--- src/sv/dppt_pkg.sv ---
// Shared types, register codes, reset values and helpers of the drum pad trigger.
package dppt_pkg;

	// default sizing
	localparam int PAD_COUNT_DEF  = 8;
	localparam int COUNT_BITS_DEF = 17;

	// configuration port
	localparam int CFG_IDX_W  = 3;
	localparam int CFG_DATA_W = 56;

	localparam logic [CFG_IDX_W-1:0] REG_THR_LO     = 3'd0;
	localparam logic [CFG_IDX_W-1:0] REG_THR_HI     = 3'd1;
	localparam logic [CFG_IDX_W-1:0] REG_SCAN_WIN   = 3'd2;
	localparam logic [CFG_IDX_W-1:0] REG_DEBOUNCE   = 3'd3;
	localparam logic [CFG_IDX_W-1:0] REG_NOTE_MAP   = 3'd4;

	localparam logic [47:0] THR_LO_RST   = 48'd13747251609800;
	localparam logic [47:0] THR_HI_RST   = 48'd27494502400200;
	localparam logic [15:0] SCAN_WIN_RST = 16'd100;
	localparam logic [15:0] DEBOUNCE_RST = 16'd1000;
	localparam logic [55:0] NOTE_MAP_RST = 56'd27309063235261220;

	// field widths
	localparam int PAD_W    = 3;
	localparam int SAMPLE_W = 12;
	localparam int NOTE_W   = 7;
	localparam int VEL_W    = 7;

	typedef struct packed {
		logic [47:0] thr_lo;
		logic [47:0] thr_hi;
		logic [15:0] scan_win;
		logic [15:0] debounce;
		logic [55:0] note_map;
	} cfg_regs_t;

	typedef struct packed {
		logic              hit;
		logic [NOTE_W-1:0] note;
		logic [VEL_W-1:0]  velocity;
	} hit_info_t;

	// floor(127 * peak / 4095): divide by 2^12-1 as (x + x/4096 + 1) / 4096
	function automatic logic [VEL_W-1:0] velocity_of(input logic [SAMPLE_W-1:0] peak);
		logic [19:0] x;
		logic [19:0] sum;
		x   = {1'b0, peak, 7'd0} - {8'd0, peak};
		sum = x + {12'd0, x[19:12]} + 20'd1;
		return sum[18:12];
	endfunction

endpackage

--- src/sv/dppt_ifs.sv ---
// Request channels for incoming samples and outgoing hits.
interface dppt_sample_if;
	logic                          valid;
	logic                          ready;
	logic [dppt_pkg::PAD_W-1:0]    pad;
	logic [dppt_pkg::SAMPLE_W-1:0] sample;

	modport source(output valid, pad, sample, input ready);
	modport sink(input valid, pad, sample, output ready);
endinterface

interface dppt_hit_if;
	logic                        valid;
	logic                        ready;
	logic [dppt_pkg::PAD_W-1:0]  hit_pad;
	logic [dppt_pkg::NOTE_W-1:0] note;
	logic [dppt_pkg::VEL_W-1:0]  velocity;

	modport source(output valid, hit_pad, note, velocity, input ready);
	modport sink(input valid, hit_pad, note, velocity, output ready);
endinterface

--- src/sv/dppt_cfg_regs.sv ---
// Configuration register file of the drum pad trigger.
module dppt_cfg_regs (
	input  logic                              clk,
	input  logic                              arst_n,
	input  logic                              we,
	input  logic [dppt_pkg::CFG_IDX_W-1:0]    idx,
	input  logic [dppt_pkg::CFG_DATA_W-1:0]   wdata,
	output dppt_pkg::cfg_regs_t               regs
);

	dppt_pkg::cfg_regs_t regs_q;

	// decoded writes; unknown indexes are dropped
	always_ff @(posedge clk or negedge arst_n) begin
		if (!arst_n) begin
			regs_q.thr_lo   <= dppt_pkg::THR_LO_RST;
			regs_q.thr_hi   <= dppt_pkg::THR_HI_RST;
			regs_q.scan_win <= dppt_pkg::SCAN_WIN_RST;
			regs_q.debounce <= dppt_pkg::DEBOUNCE_RST;
			regs_q.note_map <= dppt_pkg::NOTE_MAP_RST;
		end else if (we) begin
			case (idx)
				dppt_pkg::REG_THR_LO:   regs_q.thr_lo   <= wdata[47:0];
				dppt_pkg::REG_THR_HI:   regs_q.thr_hi   <= wdata[47:0];
				dppt_pkg::REG_SCAN_WIN: regs_q.scan_win <= wdata[15:0];
				dppt_pkg::REG_DEBOUNCE: regs_q.debounce <= wdata[15:0];
				dppt_pkg::REG_NOTE_MAP: regs_q.note_map <= wdata[55:0];
				default: ;
			endcase
		end
	end

	assign regs = regs_q;

endmodule

--- src/sv/dppt_pad_ram.sv ---
// Per-pad state memory: one write port, one registered read port, valid bits per entry.
module dppt_pad_ram #(
	parameter int DEPTH  = dppt_pkg::PAD_COUNT_DEF,
	parameter int WIDTH  = 2 + dppt_pkg::COUNT_BITS_DEF + dppt_pkg::SAMPLE_W,
	parameter int ADDR_W = (DEPTH > 1) ? $clog2(DEPTH) : 1
) (
	input  logic              clk,
	input  logic              arst_n,
	input  logic              we,
	input  logic [ADDR_W-1:0] waddr,
	input  logic [WIDTH-1:0]  wdata,
	input  logic              re,
	input  logic [ADDR_W-1:0] raddr,
	output logic [WIDTH-1:0]  rdata
);

	logic [WIDTH-1:0] mem [DEPTH];
	logic [DEPTH-1:0] valid_q;
	logic [WIDTH-1:0] rdata_q;
	logic             rvalid_q;

	// storage write and registered read
	always_ff @(posedge clk) begin
		if (we)
			mem[waddr] <= wdata;
		if (re)
			rdata_q <= mem[raddr];
	end

	// entries read as zero until first written
	always_ff @(posedge clk or negedge arst_n) begin
		if (!arst_n) begin
			valid_q  <= '0;
			rvalid_q <= 1'b0;
		end else begin
			if (we)
				valid_q[waddr] <= 1'b1;
			if (re)
				rvalid_q <= valid_q[raddr];
		end
	end

	assign rdata = rvalid_q ? rdata_q : '0;

endmodule

--- src/sv/dppt_pad_update.sv ---
// Next-state and hit logic for one pad sample.
module dppt_pad_update #(
	parameter int COUNT_BITS = dppt_pkg::COUNT_BITS_DEF,
	parameter int STATE_W    = 2 + COUNT_BITS + dppt_pkg::SAMPLE_W
) (
	input  dppt_pkg::cfg_regs_t              cfg,
	input  logic [dppt_pkg::PAD_W-1:0]       pad,
	input  logic [dppt_pkg::SAMPLE_W-1:0]    sample,
	input  logic [STATE_W-1:0]               state_in,
	output logic [STATE_W-1:0]               state_out,
	output dppt_pkg::hit_info_t              result
);

	typedef struct packed {
		logic                          armed;
		logic                          scanning;
		logic [COUNT_BITS-1:0]         tick;
		logic [dppt_pkg::SAMPLE_W-1:0] peak;
	} pad_state_t;

	pad_state_t                    cur;
	pad_state_t                    nxt;
	logic [47:0]                   thr_word;
	logic [dppt_pkg::SAMPLE_W-1:0] thr;
	logic                          trig;
	logic                          scan_done;
	logic                          debounced;

	assign cur = state_in;

	// per-pad threshold lookup
	always_comb begin
		thr_word = pad[2] ? cfg.thr_hi : cfg.thr_lo;
		thr      = thr_word[12*pad[1:0] +: 12];
	end

	always_comb begin
		trig      = (sample > thr) && !cur.armed;
		scan_done = (32'(cur.tick) > 32'(cfg.scan_win)) && cur.scanning && cur.armed;
		debounced = 32'(cur.tick) > 32'(cfg.debounce);
		nxt       = cur;
		if (trig) begin
			// strike: arm and restart the scan
			nxt.armed    = 1'b1;
			nxt.scanning = 1'b1;
			nxt.tick     = '0;
			nxt.peak     = '0;
		end else begin
			if (cur.armed && cur.scanning && (sample > cur.peak))
				nxt.peak = sample;
			if (scan_done)
				nxt.scanning = 1'b0;
			if (debounced)
				nxt.armed = 1'b0;
			// saturating tick
			if (cur.tick != '1)
				nxt.tick = cur.tick + 1'b1;
		end
		result.note     = cfg.note_map[7*pad +: 7];
		result.hit      = !trig && scan_done;
		result.velocity = dppt_pkg::velocity_of(nxt.peak);
	end

	assign state_out = nxt;

endmodule

--- src/sv/drum_pad_peak_trigger_unit.sv ---
// Top level of the multi-pad drum trigger with peak detection.
// Takes one sample per clock, for any mix of pads, including the same pad on
// consecutive cycles. Each sample is a read-modify-write of its pad's entry in
// the state memory: the read is issued when the sample is accepted, the update
// happens in the update stage and is written back when that stage advances,
// and a one-entry write-back forwarding register serves a sample whose pad was
// written at its read edge. A hit loads the output register as it advances.
// samples.ready drops only while a finished hit waits in the output register
// and the sample in the update stage produces another hit. The state memory
// holds a valid bit per pad, so it reads as cleared straight after reset with
// no clearing pass. Pad numbers at or above PAD_COUNT are ignored.
module drum_pad_peak_trigger_unit #(
	parameter int PAD_COUNT  = dppt_pkg::PAD_COUNT_DEF,
	parameter int COUNT_BITS = dppt_pkg::COUNT_BITS_DEF
) (
	input  logic                              clk,
	input  logic                              arst_n,
	input  logic                              cfg_we,
	input  logic [dppt_pkg::CFG_IDX_W-1:0]    cfg_idx,
	input  logic [dppt_pkg::CFG_DATA_W-1:0]   cfg_wdata,
	dppt_sample_if.sink                       samples,
	dppt_hit_if.source                        hits
);

	localparam int ADDR_W  = (PAD_COUNT > 1) ? $clog2(PAD_COUNT) : 1;
	localparam int STATE_W = 2 + COUNT_BITS + dppt_pkg::SAMPLE_W;

	dppt_pkg::cfg_regs_t           cfg;
	dppt_pkg::hit_info_t           upd_res;

	logic                          accept;
	logic                          stall;
	logic                          advance;
	logic                          hit_s1;
	logic                          we;
	logic [ADDR_W-1:0]             addr_s1;
	logic [STATE_W-1:0]            ram_rdata;
	logic [STATE_W-1:0]            cur_state;
	logic [STATE_W-1:0]            nxt_state;

	logic                          valid_s1;
	logic                          inrange_s1;
	logic [dppt_pkg::PAD_W-1:0]    pad_s1;
	logic [dppt_pkg::SAMPLE_W-1:0] sample_s1;

	logic                          fwd_vld_q;
	logic [ADDR_W-1:0]             fwd_addr_q;
	logic [STATE_W-1:0]            fwd_data_q;

	logic                          out_vld_q;
	logic [dppt_pkg::PAD_W-1:0]    out_pad_q;
	logic [dppt_pkg::NOTE_W-1:0]   out_note_q;
	logic [dppt_pkg::VEL_W-1:0]    out_vel_q;

	dppt_cfg_regs u_cfg (
		.clk    (clk),
		.arst_n (arst_n),
		.we     (cfg_we),
		.idx    (cfg_idx),
		.wdata  (cfg_wdata),
		.regs   (cfg)
	);

	// handshake control
	assign hit_s1         = valid_s1 && inrange_s1 && upd_res.hit;
	assign stall          = hit_s1 && out_vld_q && !hits.ready;
	assign advance        = valid_s1 && !stall;
	assign samples.ready  = !stall;
	assign accept         = samples.valid && samples.ready;
	assign addr_s1        = ADDR_W'(pad_s1);
	assign we             = advance && inrange_s1;

	// update stage
	always_ff @(posedge clk or negedge arst_n) begin
		if (!arst_n)
			valid_s1 <= 1'b0;
		else if (samples.ready)
			valid_s1 <= samples.valid;
	end

	always_ff @(posedge clk) begin
		if (accept) begin
			pad_s1     <= samples.pad;
			sample_s1  <= samples.sample;
			inrange_s1 <= int'(samples.pad) < PAD_COUNT;
		end
	end

	dppt_pad_ram #(
		.DEPTH  (PAD_COUNT),
		.WIDTH  (STATE_W),
		.ADDR_W (ADDR_W)
	) u_ram (
		.clk    (clk),
		.arst_n (arst_n),
		.we     (we),
		.waddr  (addr_s1),
		.wdata  (nxt_state),
		.re     (accept),
		.raddr  (ADDR_W'(samples.pad)),
		.rdata  (ram_rdata)
	);

	// write-back forwarding: the read misses a write on its own edge
	always_ff @(posedge clk or negedge arst_n) begin
		if (!arst_n)
			fwd_vld_q <= 1'b0;
		else if (we)
			fwd_vld_q <= 1'b1;
	end

	always_ff @(posedge clk) begin
		if (we) begin
			fwd_addr_q <= addr_s1;
			fwd_data_q <= nxt_state;
		end
	end

	assign cur_state = (fwd_vld_q && (fwd_addr_q == addr_s1)) ? fwd_data_q : ram_rdata;

	dppt_pad_update #(
		.COUNT_BITS (COUNT_BITS),
		.STATE_W    (STATE_W)
	) u_upd (
		.cfg       (cfg),
		.pad       (pad_s1),
		.sample    (sample_s1),
		.state_in  (cur_state),
		.state_out (nxt_state),
		.result    (upd_res)
	);

	// output register
	always_ff @(posedge clk or negedge arst_n) begin
		if (!arst_n)
			out_vld_q <= 1'b0;
		else if (advance && hit_s1)
			out_vld_q <= 1'b1;
		else if (hits.ready)
			out_vld_q <= 1'b0;
	end

	always_ff @(posedge clk) begin
		if (advance && hit_s1) begin
			out_pad_q  <= pad_s1;
			out_note_q <= upd_res.note;
			out_vel_q  <= upd_res.velocity;
		end
	end

	assign hits.valid    = out_vld_q;
	assign hits.hit_pad  = out_pad_q;
	assign hits.note     = out_note_q;
	assign hits.velocity = out_vel_q;

	// checks
	a_hit_has_room: assert property (@(posedge clk) disable iff (!arst_n)
		advance && hit_s1 |-> !out_vld_q || hits.ready)
		else $error("hit issued into an occupied output register");

	a_ready_low_cause: assert property (@(posedge clk) disable iff (!arst_n)
		!samples.ready |-> valid_s1 && hit_s1 && hits.valid)
		else $error("sample input stalled without a blocked hit");

	a_hit_from_scan: assert property (@(posedge clk) disable iff (!arst_n)
		hit_s1 |-> cur_state[STATE_W-1] && cur_state[STATE_W-2])
		else $error("hit from a pad that is not armed and scanning");

	a_ignored_no_write: assert property (@(posedge clk) disable iff (!arst_n)
		valid_s1 && !inrange_s1 |-> !we && !hit_s1)
		else $error("out-of-range pad touched state");

endmodule
--- src/flat_wrapper.sv ---
// flat-port wrapper written by rule: the top's interface ports become plain ports
module drum_pad_peak_trigger_unit_flat 
#(
	parameter int PAD_COUNT  = dppt_pkg::PAD_COUNT_DEF,
	parameter int COUNT_BITS = dppt_pkg::COUNT_BITS_DEF
)
  (clk, arst_n, cfg_we, cfg_idx, cfg_wdata, samples_valid, samples_pad, samples_sample, samples_ready, hits_valid, hits_hit_pad, hits_note, hits_velocity, hits_ready);
  dppt_sample_if samples_i ();
  dppt_hit_if hits_i ();
  input  logic clk;
  input  logic arst_n;
  input  logic cfg_we;
  input  logic [dppt_pkg::CFG_IDX_W-1:0] cfg_idx;
  input  logic [dppt_pkg::CFG_DATA_W-1:0] cfg_wdata;
  input wire logic [$bits(samples_i.valid)-1:0] samples_valid;
  input wire logic [$bits(samples_i.pad)-1:0] samples_pad;
  input wire logic [$bits(samples_i.sample)-1:0] samples_sample;
  output wire logic [$bits(samples_i.ready)-1:0] samples_ready;
  output wire logic [$bits(hits_i.valid)-1:0] hits_valid;
  output wire logic [$bits(hits_i.hit_pad)-1:0] hits_hit_pad;
  output wire logic [$bits(hits_i.note)-1:0] hits_note;
  output wire logic [$bits(hits_i.velocity)-1:0] hits_velocity;
  input wire logic [$bits(hits_i.ready)-1:0] hits_ready;
  assign samples_i.valid = samples_valid;
  assign samples_i.pad = samples_pad;
  assign samples_i.sample = samples_sample;
  assign samples_ready = samples_i.ready;
  assign hits_valid = hits_i.valid;
  assign hits_hit_pad = hits_i.hit_pad;
  assign hits_note = hits_i.note;
  assign hits_velocity = hits_i.velocity;
  assign hits_i.ready = hits_ready;
  drum_pad_peak_trigger_unit #(.PAD_COUNT(PAD_COUNT), .COUNT_BITS(COUNT_BITS)) u_core (.clk(clk), .arst_n(arst_n), .cfg_we(cfg_we), .cfg_idx(cfg_idx), .cfg_wdata(cfg_wdata), .samples(samples_i), .hits(hits_i));
endmodule
--- config.mk ---
export PLATFORM = sky130hd
export DESIGN_NAME = drum_pad_peak_trigger_unit_flat
export DESIGN_NICKNAME = d
export VERILOG_FILES = /design/src/sv/dppt_pkg.sv /design/src/sv/dppt_ifs.sv /design/src/sv/dppt_cfg_regs.sv /design/src/sv/dppt_pad_ram.sv /design/src/sv/dppt_pad_update.sv /design/src/sv/drum_pad_peak_trigger_unit.sv /design/src/flat_wrapper.sv
export SDC_FILE = /design/constraint.sdc
export NUM_CORES = 1
export LEC_CHECK = 0
export BUFFER_PORTS_ARGS = -buffer_cell sky130_fd_sc_hd__buf_2
export CAP_MARGIN = 20
export CORE_ASPECT_RATIO = 1.25
export CORE_MARGIN = 2
export CORE_UTILIZATION = 25
export CTS_CLUSTER_DIAMETER = 40
export DETAILED_ROUTE_END_ITERATION = 10
export PLACE_DENSITY = 0.51
export SETUP_SLACK_MARGIN = 0.4
export SLEW_MARGIN = 10
export SYNTH_ARGS = -nofsm -noshare
export SYNTH_HDL_FRONTEND = slang
export SYNTH_SLANG_ARGS = --single-unit
export TNS_END_PERCENT = 10
--- constraint.sdc ---
create_clock -name clk -period 12 [get_ports clk]
set_clock_uncertainty 0.2 [all_clocks]
set_input_delay 2.4 -clock clk [delete_from_list [all_inputs] [get_ports clk]]
set_output_delay 2.4 -clock clk [all_outputs]
set_load 0.03 [all_outputs]
### Word-level counts from Yosys, hierarchy flattened

Memory sizes are Yosys's and may differ from the RTL's. A register that Yosys moved wholly into a read port is not among the register bits.
Cells that the tools add are included.

| storage, ports and cells | value |
|---|---|
| logic and storage cells | 81 |
| RAM bits | 248 |
| output and inout bits | 19 |
| register bits | 262 |
| memories | 1 |
| bits of input ports | 79 |

Memory list:

| name | depth | bits a word | read ports | clocked after Yosys merged registers in | wr ports | line | source |
|---|---|---|---|---|---|---|---|
| u_core.u_ram.mem | 8 | 31 | 1 | 1 | 1 | dppt_pad_ram.sv:17 | `logic [WIDTH-1:0] mem [DEPTH];` |

| operators by class | value |
|---|---|
| shifts and indexed selects | 2 |
| $mul | 2 |
| reductions and logical operators | 25 |
| bitwise operators | 1 |
| $lt $le $gt $ge | 7 |
| equal/unequal tests | 6 |
| add/sub/neg operators | 4 |
| multiplexer cells | 16 |

Operator list:

| kind | count |
|---|---|
| 2-to-1 mux 31 bit | 3 |
| variable part select 56 x 7 -> 7 bit | 1 |
| 2-to-1 mux 48 bit | 1 |
| variable part select 48 x 7 -> 12 bit | 1 |
| > comparator 17 x 16 -> 1 bit | 2 |
| > comparator 12 bit | 2 |
| subtractor 19 x 12 -> 20 bit | 1 |
| adder 19 x 1 -> 19 bit, second input constant | 1 |
| adder 19 x 8 -> 19 bit | 1 |
| adder 17 x 1 -> 17 bit, second input constant | 1 |
| 2-to-1 mux 17 bit | 1 |
| != test 17 bit, second input constant | 1 |
| logical AND 1 bit | 14 |
| 2-to-1 mux 12 bit | 1 |
| AND reduction 2 bit | 5 |
| less-than comparator 3 x 4 -> 1 bit, second input constant | 2 |
| 2-to-1 mux 1 bit | 8 |
| OR 8 bit | 1 |
| equality test 3 x 2 -> 1 bit, second input constant | 2 |
| multiplier 3 x 3 -> 6 bit, first input constant | 1 |
| zero test 1 bit | 4 |
| multiplier 2 x 2 -> 4 bit, first input constant | 1 |
| binary-select mux 1 bit (select 3 bit) | 1 |
| demux 1 bit (select 3 bit) | 1 |
| other kinds (6) | 6 |

### Logic depth before layout (Yosys ltp)

Gate-level depths: netlist of the first run.

| depth | value |
|---|---|
| depth after elaboration | 14 |
| mapped depth | 36 |

### Cells and area by module

Synthesis of the first run repeated with hierarchy kept, for this count alone.

| second synthesis, totals | value |
|---|---|
| cells, all modules | 1456 |
| area total of the unflattened synthesis | 24843.8 um2 |

Modules (own cells, without submodules):

| module | area an instance (um2) | sequential area each (um2) | cells each | times used |
|---|---|---|---|---|
| dppt_pad_ram | 10860.4 | 8603.3 | 460 | 1 |
| dppt_cfg_regs | 7170.6 | 4673.2 | 392 | 1 |
| dppt_pad_update | 4166.5 | 0.0 | 487 | 1 |
| drum_pad_peak_trigger_unit | 2646.3 | 2057.0 | 117 | 1 |

### Worst setup path before layout of the first run

Ideal clock, no wire load.

| path | value |
|---|---|
| kind | register -> register |
| from | reg u_core.pad_s1, in the netlist u_core.addr_s1[0] |
| to | reg u_core.out_vel_q, in the netlist u_core.hits.velocity[4], data pin |
| path buffers | 7 |
| setup slack | 3.868 ns |
| period minus slack after synthesis | 8.132 ns |
| required time | 11.535 ns |
| data arrival time | 7.667 ns |
| cell stages (with the launch flop) | 33 |
| path through | edfxtp_1 buf_6 xnor2_4 and4_1 buf_2 buf_1 clkbuf_1 clkbuf_1 a21oi_1 ha_1 a21oi_1 o221ai_1 a221o_1 o211ai_4 buf_4 clkbuf_1 nor2_1 a211oi_1 ha_1 a21oi_1 a21bo_2 nor2_1 a2bb2oi_1 nand3_2 or3b_1 nor3_1 xnor2_1 ha_1 a31o_1 a21oi_1 o2bb2ai_4 a31oi_1 a21oi_1 |

RTL lines:

| element | line | source |
|---|---|---|
| start, declared | drum_pad_peak_trigger_unit.sv:43 | `logic [dppt_pkg::PAD_W-1:0] pad_s1;` |
| start signal, assigned | drum_pad_peak_trigger_unit.sv:83 | `pad_s1 <= samples.pad;` |
| end signal, assigned | drum_pad_peak_trigger_unit.sv:147 | `out_vel_q <= upd_res.velocity;` |
| end, declared | drum_pad_peak_trigger_unit.sv:53 | `logic [dppt_pkg::VEL_W-1:0] out_vel_q;` |

==> flow_metrics.py, run 1 <==
metrics = {
    "outcome": {
        "status": "finished clean",
    },
    "critical_path": {
        "crit_path_top_delay_cell": "o211ai_4",
        "max_stage_delay_ns": 0.74,
        "path_delay_family": "compound AO/OA/AOI/OAI gates",
        "cp.arrival_ns": 9.26,
        "crit_required_ns": 12.13,
        "cp_max_fo": 46,
        "cp-end-kind": "register",
        "path_buf_inv": 2,
        "critical_path_class": "register to register",
        "critPathLaunchType": "register",
        "path_common_cell": "a21oi_1",
    },
    "yosys": {
        "yosysSeqAreaShare_pct": 61.5,
        "ys_warn_count": 0,
        "syn_area_per_cell_um2": 15.5,
        "async_flop_share_pct": 36.2,
        "synth_cells": 1607,
        "synth_edf_count": 345,
        "synth_fp_nets": 1755,
        "synth-seq-cells": 541,
        "syn-cell-area_mm2": 0.0249,
        "synth-main-ff-cell": "edfxtp_1",
        "synthDistinctLibCells": 80,
    },
    "sta": {
        "fin_setup_tns_ns": 0,
        "slew_headroom_pct": 29.8,
        "holdWs_ns": 0.272,
        "max_freq_mhz": 109,
        "hold_violations": 0,
        "period_share_pct": 76.1,
        "finalCriticalPeriod_ns": 9.13,
        "drv_slew": 0,
        "rsz0062_at_grt": "false",
        "setup_viol": 0,
        "worst_pin_slew_ns": 1.05,
    },
    "power": {
        "net-switching-power_mw": 1.58,
        "internal-power_mw": 3.93,
        "power.density_mw_per_mm2": 187,
        "irDropWorstVdd_v": 0.000116,
        "clockPowerShare_pct": 36.9,
        "p_leak_nw": 10.7,
        "pwr-share-seq_pct": 43.8,
        "comb_power_share_pct": 19.3,
        "netSwitchingFraction_pct": 28.6,
    },
    "grt": {
        "antenna_found_initial": 13,
        "grt_pass1_vias": 15400,
        "met1_usage_pct": 15.4,
        "grt.total_usage_pct": 13.0,
        "grt_pass1_wl_um": 99800,
        "grt_overflow_total": 0,
        "grt_use_met3_pct": 2.10,
        "grt_start_max_net_pins": 90,
        "grt.met2_usage_pct": 23.9,
        "busiest_layer": "met2",
    },
    "die": {
        "core_mm2": 0.0989,
        "pin_count": 98,
        "dieArea_mm2": 0.102,
        "dieWidth_um": 286,
        "rows": 129,
        "start_util_pct": 25.2,
        "die_y_um": 357,
    },
    "cts": {
        "cts_sinks": 541,
        "cts_tree": "built",
        "h-tree-depth": 3,
        "cts_setup_buffers": 0,
        "clk_pin_slew_ns": 0.06,
        "cts_buffers": 69,
        "ctsHoldBuffers": 0,
        "cts_resized": 0,
        "clk_latency_ns": 0.61,
        "cts_buffer_depth": 3,
        "root_buffer": "clkbuf_16",
    },
    "placement": {
        "globalplace.congestion": 0.863,
        "hpwl_um": 43700,
        "port_buffers": 97,
        "placed_cells": 2970,
    },
    "flow_run": {
        "maxCapViolCount": 0,
    },
    "final_layout": {
        "layout_commonest_cell": "edfxtp_1",
        "final_cell_mix": "edfxtp_1 (345), mux2_2 (214), dfrtp_1 (141)",
        "fill_cells": 9833,
        "fin_nets": 1883,
        "fin_cells": 3104,
        "drive_above_1_share_pct": 37.1,
        "area_growth_pct": 18.1,
    },
    "drt": {
        "postRouteAntennaNets": 0,
        "wl_um": 66300,
        "drtIter0Drc": 851,
        "drc": 0,
        "first_pass_iters": 6,
        "routedWlPerCell_um": 21.4,
        "viasPerCell": 4.69,
        "vias": 14600,
    },
    "hold_path": {
        "hp-class": "register to register",
    },
}
## stage by stage
stage	area, µm²	power [mW]	util [%]	setup WS [ns]
after floorplan	24900	3.15	-	3.87
after global placement	27100	3.48	27.4	2.94
after detailed placement	27100	3.51	27.4	2.93
after CTS	29400	5.57	29.7	2.83
after global routing	29400	5.76	29.7	2.25
final	29400	5.51	29.7	2.87
## power by group through the flow
stage	Combinational [mW]	Clock (mW)	Sequential, mW
global route	1.17	2.15	2.44
global placement	1.04	0	2.44
CTS	1.07	2.08	2.41
finish	1.06	2.03	2.41
floorplan	0.743	0	2.41
detailed placement	1.06	0	2.45
## registers in the layout, indices dropped and copies added (netlist names)
register / count
u_core.u_ram.mem: 248
u_core.u_ram.rvalid_q: 1
u_core.valid_s1: 1
u_core.sample_s1: 12
u_core.hits.velocity: 7
u_core.u_ram.valid_q: 8
u_core.u_ram.rdata_q: 31
u_core.hits.note: 7
u_core.fwd_data_q: 31
u_core.fwd_addr_q: 3
u_core.fwd_vld_q: 1
u_core.u_cfg.regs: 184
u_core.hits.hit_pad: 3
u_core.addr_s1: 3
u_core.hits.valid: 1
## Yosys cell counts, types with 10 or more instances
cell      instances  share of area (%)
inv_1            53               0.80
clkbuf_1         46               0.69
xnor2_1          15               0.53
nor2_1           61               0.92
edfxtp_1        345                 42
mux4_2           98                8.9
mux2_2          214                9.7
mux2i_1          23               0.92
ha_1             69                3.5
nand3_1          26               0.52
nor3_1           17               0.34
a21oi_1          45               0.90
xor2_1           11               0.39
and3_1           20               0.50
o21ai_0          56                1.1
o21a_1           13               0.39
dfrtp_1         141                 14
nand4_1          23               0.58
nand2_1          76                1.1
dfstp_2          55                5.8
a211oi_1         15               0.45
buf_1            22               0.33
nor2b_1          10               0.25
## kinds of logic after synthesis
family | share of synthesized area, %
and+or+nand+nor | 5.77
DFF | 61.5
AOI/OAI and AO/OA | 6.05
xor gates and xnor gates | 1.26
buffers and inverters | 2.14
muxes | 19.8
adders and majority gates | 3.46
## layer usage
layer / part of all wire, % / routed length [µm]
met1: 40 / 26800
met2: 53 / 35200
met3: 4.3 / 2860
met4: 2.0 / 1320
met5: 0.091 / 60
## path summary, 6_finish.rpt
| kind | slack, ns | startpoint | cells past startpoint | endpoint |
|---|---|---|---|---|
| worst max-delay path | 2.87 | u_core.addr_s1[0] | 29 | u_core.hits.velocity[4] |
| worst max register to register | 2.87 | u_core.addr_s1[0] | 29 | u_core.hits.velocity[4] |
| max in group asynchronous | 8.53 | arst_n | 2 | u_core.u_cfg.regs[82] |
| min in group asynchronous | 1.67 | arst_n | 1 | u_core.u_cfg.regs[180] |
| worst min-delay path | 0.27 | u_core.u_ram.valid_q[3] | 1 | u_core.u_ram.valid_q[3] |
| worst min register to register | 0.27 | u_core.u_ram.valid_q[3] | 1 | u_core.u_ram.valid_q[3] |
## final cells by class
type                    instances  area [µm²]  area share (%)
diodes                          2        5.00          0.0170
well taps                    1310        1640            5.57
inverters                      53         199           0.676
clock buffers                  80        1810            6.15
clock inverters                48         478            1.62
repair buffers                135         778            2.64
flip-flops and latches        541       15300            52.1
multi-input cells             935        9190            31.2
## worst reg2reg max path: cells and delay by family, from the launching register on
kind	cells	cell delay, ns
and+or+nand+nor	7	1.84
AOI/OAI and AO/OA	15	4.47
adders and majority gates	3	0.86
buffers and inverters	2	0.69
DFF	1	0.32
xor gates and xnor gates	2	0.47
No activity file was read; power rests on OpenSTA's default activity.
==> run 2: changes to the inputs <==
==> constraint.sdc (replaced) <==
create_clock -name clk -period 9.5 [get_ports clk]
set_clock_uncertainty 0.2 [all_clocks]
set_input_delay 1.9 -clock clk [delete_from_list [all_inputs] [get_ports clk]]
set_output_delay 1.9 -clock clk [all_outputs]
set_load 0.03 [all_outputs]
==> run 2 against run 1 <==
Die area did not move. Routed wire length rose by 1.1%. Worst hold slack improved by 0.0096 ns. Combinational power rose by 27%. Critical path depth did not move. Clock power rose by 45%.
==> flow_metrics.py, run 2 (synthesized netlist as in run 1, its figures left out) <==
metrics = {
    "final_layout": {
        "regMostFlops": "u_core.u_ram.mem",
        "fin_nets": 1897,
        "final_cell_mix": "edfxtp_1 (345), mux2_2 (214), dfrtp_1 (141)",
        "fin_cells": 3121,
        "final_cell_area_mm2": 0.0299,
        "area_growth_pct": 19.9,
        "drive_above_1_share_pct": 37.9,
        "layout_commonest_cell": "edfxtp_1",
        "finish.utilization_pct": 30.2,
        "largest_reg_flops": 248,
    },
    "power": {
        "irDropWorstVdd_v": 0.000159,
        "netSwitchingFraction_pct": 28.1,
        "clockPowerShare_pct": 40.0,
        "net-switching-power_mw": 2.07,
        "comb_power_share_pct": 18.4,
        "pwr-share-seq_pct": 41.6,
        "internal-power_mw": 5.28,
        "p_leak_nw": 10.9,
        "power.density_mw_per_mm2": 246,
    },
    "critical_path": {
        "max_stage_delay_ns": 0.50,
        "rr_startpoint": "u_core.addr_s1[2]",
        "cp_max_fo": 15,
        "crit_required_ns": 9.65,
        "path_common_cell": "a21oi_1",
        "cp.arrival_ns": 8.66,
        "critPathLaunchType": "register",
        "critical_path_class": "register to register",
        "crit_path_top_delay_cell": "a221o_1",
        "r2r.worst_path.cells": 29,
        "cp-end-kind": "register",
        "startpoint": "u_core.addr_s1[2]",
    },
    "sta": {
        "hold_violations": 0,
        "finalCriticalPeriod_ns": 8.51,
        "rsz0062_at_grt": "false",
        "drv_slew": 0,
        "fin_setup_tns_ns": 0,
        "period_share_pct": 89.6,
        "setup_viol": 0,
        "max_freq_mhz": 117,
        "worst_pin_slew_ns": 1.04,
        "slew_headroom_pct": 30.3,
    },
    "cts": {
        "ctsHoldBuffers": 0,
        "root_buffer": "clkbuf_16",
        "h-tree-depth": 3,
        "clk_latency_ns": 0.62,
        "clk_pin_slew_ns": 0.06,
        "cts_buffer_depth": 3,
        "cts_tree": "built",
        "cts_setup_buffers": 0,
        "cts_buffers": 75,
        "cts_sinks": 541,
    },
    "grt": {
        "grt_start_max_net_pins": 126,
        "grt_pass1_wl_um": 99800,
        "grt_overflow_total": 0,
        "grt.total_usage_pct": 13.0,
        "antenna_found_initial": 17,
        "grt_pass1_vias": 15600,
    },
    "die": {
        "core_mm2": 0.0989,
        "pin_count": 98,
        "die_y_um": 357,
        "rows": 129,
        "dieWidth_um": 286,
        "dieArea_mm2": 0.102,
        "start_util_pct": 25.2,
    },
    "drt": {
        "routedWlPerCell_um": 21.5,
        "postRouteAntennaNets": 0,
        "drc": 0,
        "drtIter0Drc": 1028,
        "viasPerCell": 4.69,
        "vias": 14600,
        "first_pass_iters": 7,
        "wl_um": 67000,
    },
    "hold_path": {
        "hold_depth": 1,
        "min_from": "u_core.u_ram.valid_q[4]",
        "hp-class": "register to register",
    },
    "flow_run": {
        "maxCapViolCount": 0,
    },
    "outcome": {
        "status": "finished clean",
    },
    "placement": {
        "hpwl_um": 44700,
        "port_buffers": 97,
        "globalplace.congestion": 0.848,
        "placed_cells": 2972,
        "post_dp_cell_area_mm2": 0.0271,
    },
}
[run 2: cell count changes in the layout (fill, tap and decap cells not counted), moves of 3 or more]
cell	before	now
buf_4	34	37
clkbuf_16	70	77
inv_8	2	5
inv_6	13	16
bufinv_16	3	10
clkbuf_1	8	3
[run 2: final timing paths]
| path | endpoint | slack (ns) |
|---|---|---|
| setup / recovery | u_core.hits.velocity[4] | 0.99 |
| hold reg to reg | u_core.u_ram.valid_q[4] | 0.28 |
| hold / removal | u_core.u_ram.valid_q[4] | 0.28 |
| min in group asynchronous | u_core.u_cfg.regs[183] | 1.27 |
| max in group asynchronous | u_core.fwd_vld_q | 6.27 |
| setup reg to reg | u_core.hits.velocity[4] | 0.99 |
[run 2: cell type report]
cell class              count  area (µm²)
multi-input cells         936        9200
clock inverters            55         694
inverters                  53         199
flip-flops and latches    541       15300
fillers                  9817       69100
well taps                1310        1640
repair buffers            142         852
clock buffers              81        1950
diodes                      3        7.51
[run 2: power by group through the flow]
stage | Clock, mW | Sequential, mW | Combinational [mW]
floorplan | 0 | 3.04 | 0.938
global placement | 0 | 3.10 | 1.32
detailed placement | 0 | 3.11 | 1.35
CTS | 3.01 | 3.06 | 1.36
global route | 3.11 | 3.09 | 1.49
finish | 2.94 | 3.06 | 1.35
[run 2: what timing repair did]
action / CTS / global route
hold endpoints to repair: 0 / 0
resized for setup: 0 / 0
setup endpoints to repair: 0 / 3
[run 2: per-layer routing]
layer | GRT usage, % | vias up | part of all wire (%)
met3 | 2.59 | 135 | 5.0
met1 | 15.6 | 7565 | 41
met2 | 22.8 | 376 | 51
met4 | 5.59 | 14 | 3.5
li1 | - | 6540 | -
met5 | 0 | - | 0.15
[run 2: stage by stage]
stage          hold WS [ns]  worst slack, ns  power, mW
2_1_floorplan         0.238             1.37       3.98
3_3_place_gp          0.253             1.12       4.42
3_5_place_dp          0.259            0.820       4.46
4_1_cts               0.277            0.826       7.43
5_1_grt               0.285            0.536       7.69
6_report              0.282            0.987       7.35
[run 2: critical path, delay by kind of cell, from the launching register on]
kind,cells,cell delay [ns]
buffers and inverters,2,0.50
XOR/XNOR,2,0.57
multiplexers,1,0.39
adder cells (fa/ha/maj),3,0.92
AO/OA/AOI/OAI,14,3.57
AND/OR/NAND/NOR,7,1.69
flip-flops,1,0.42
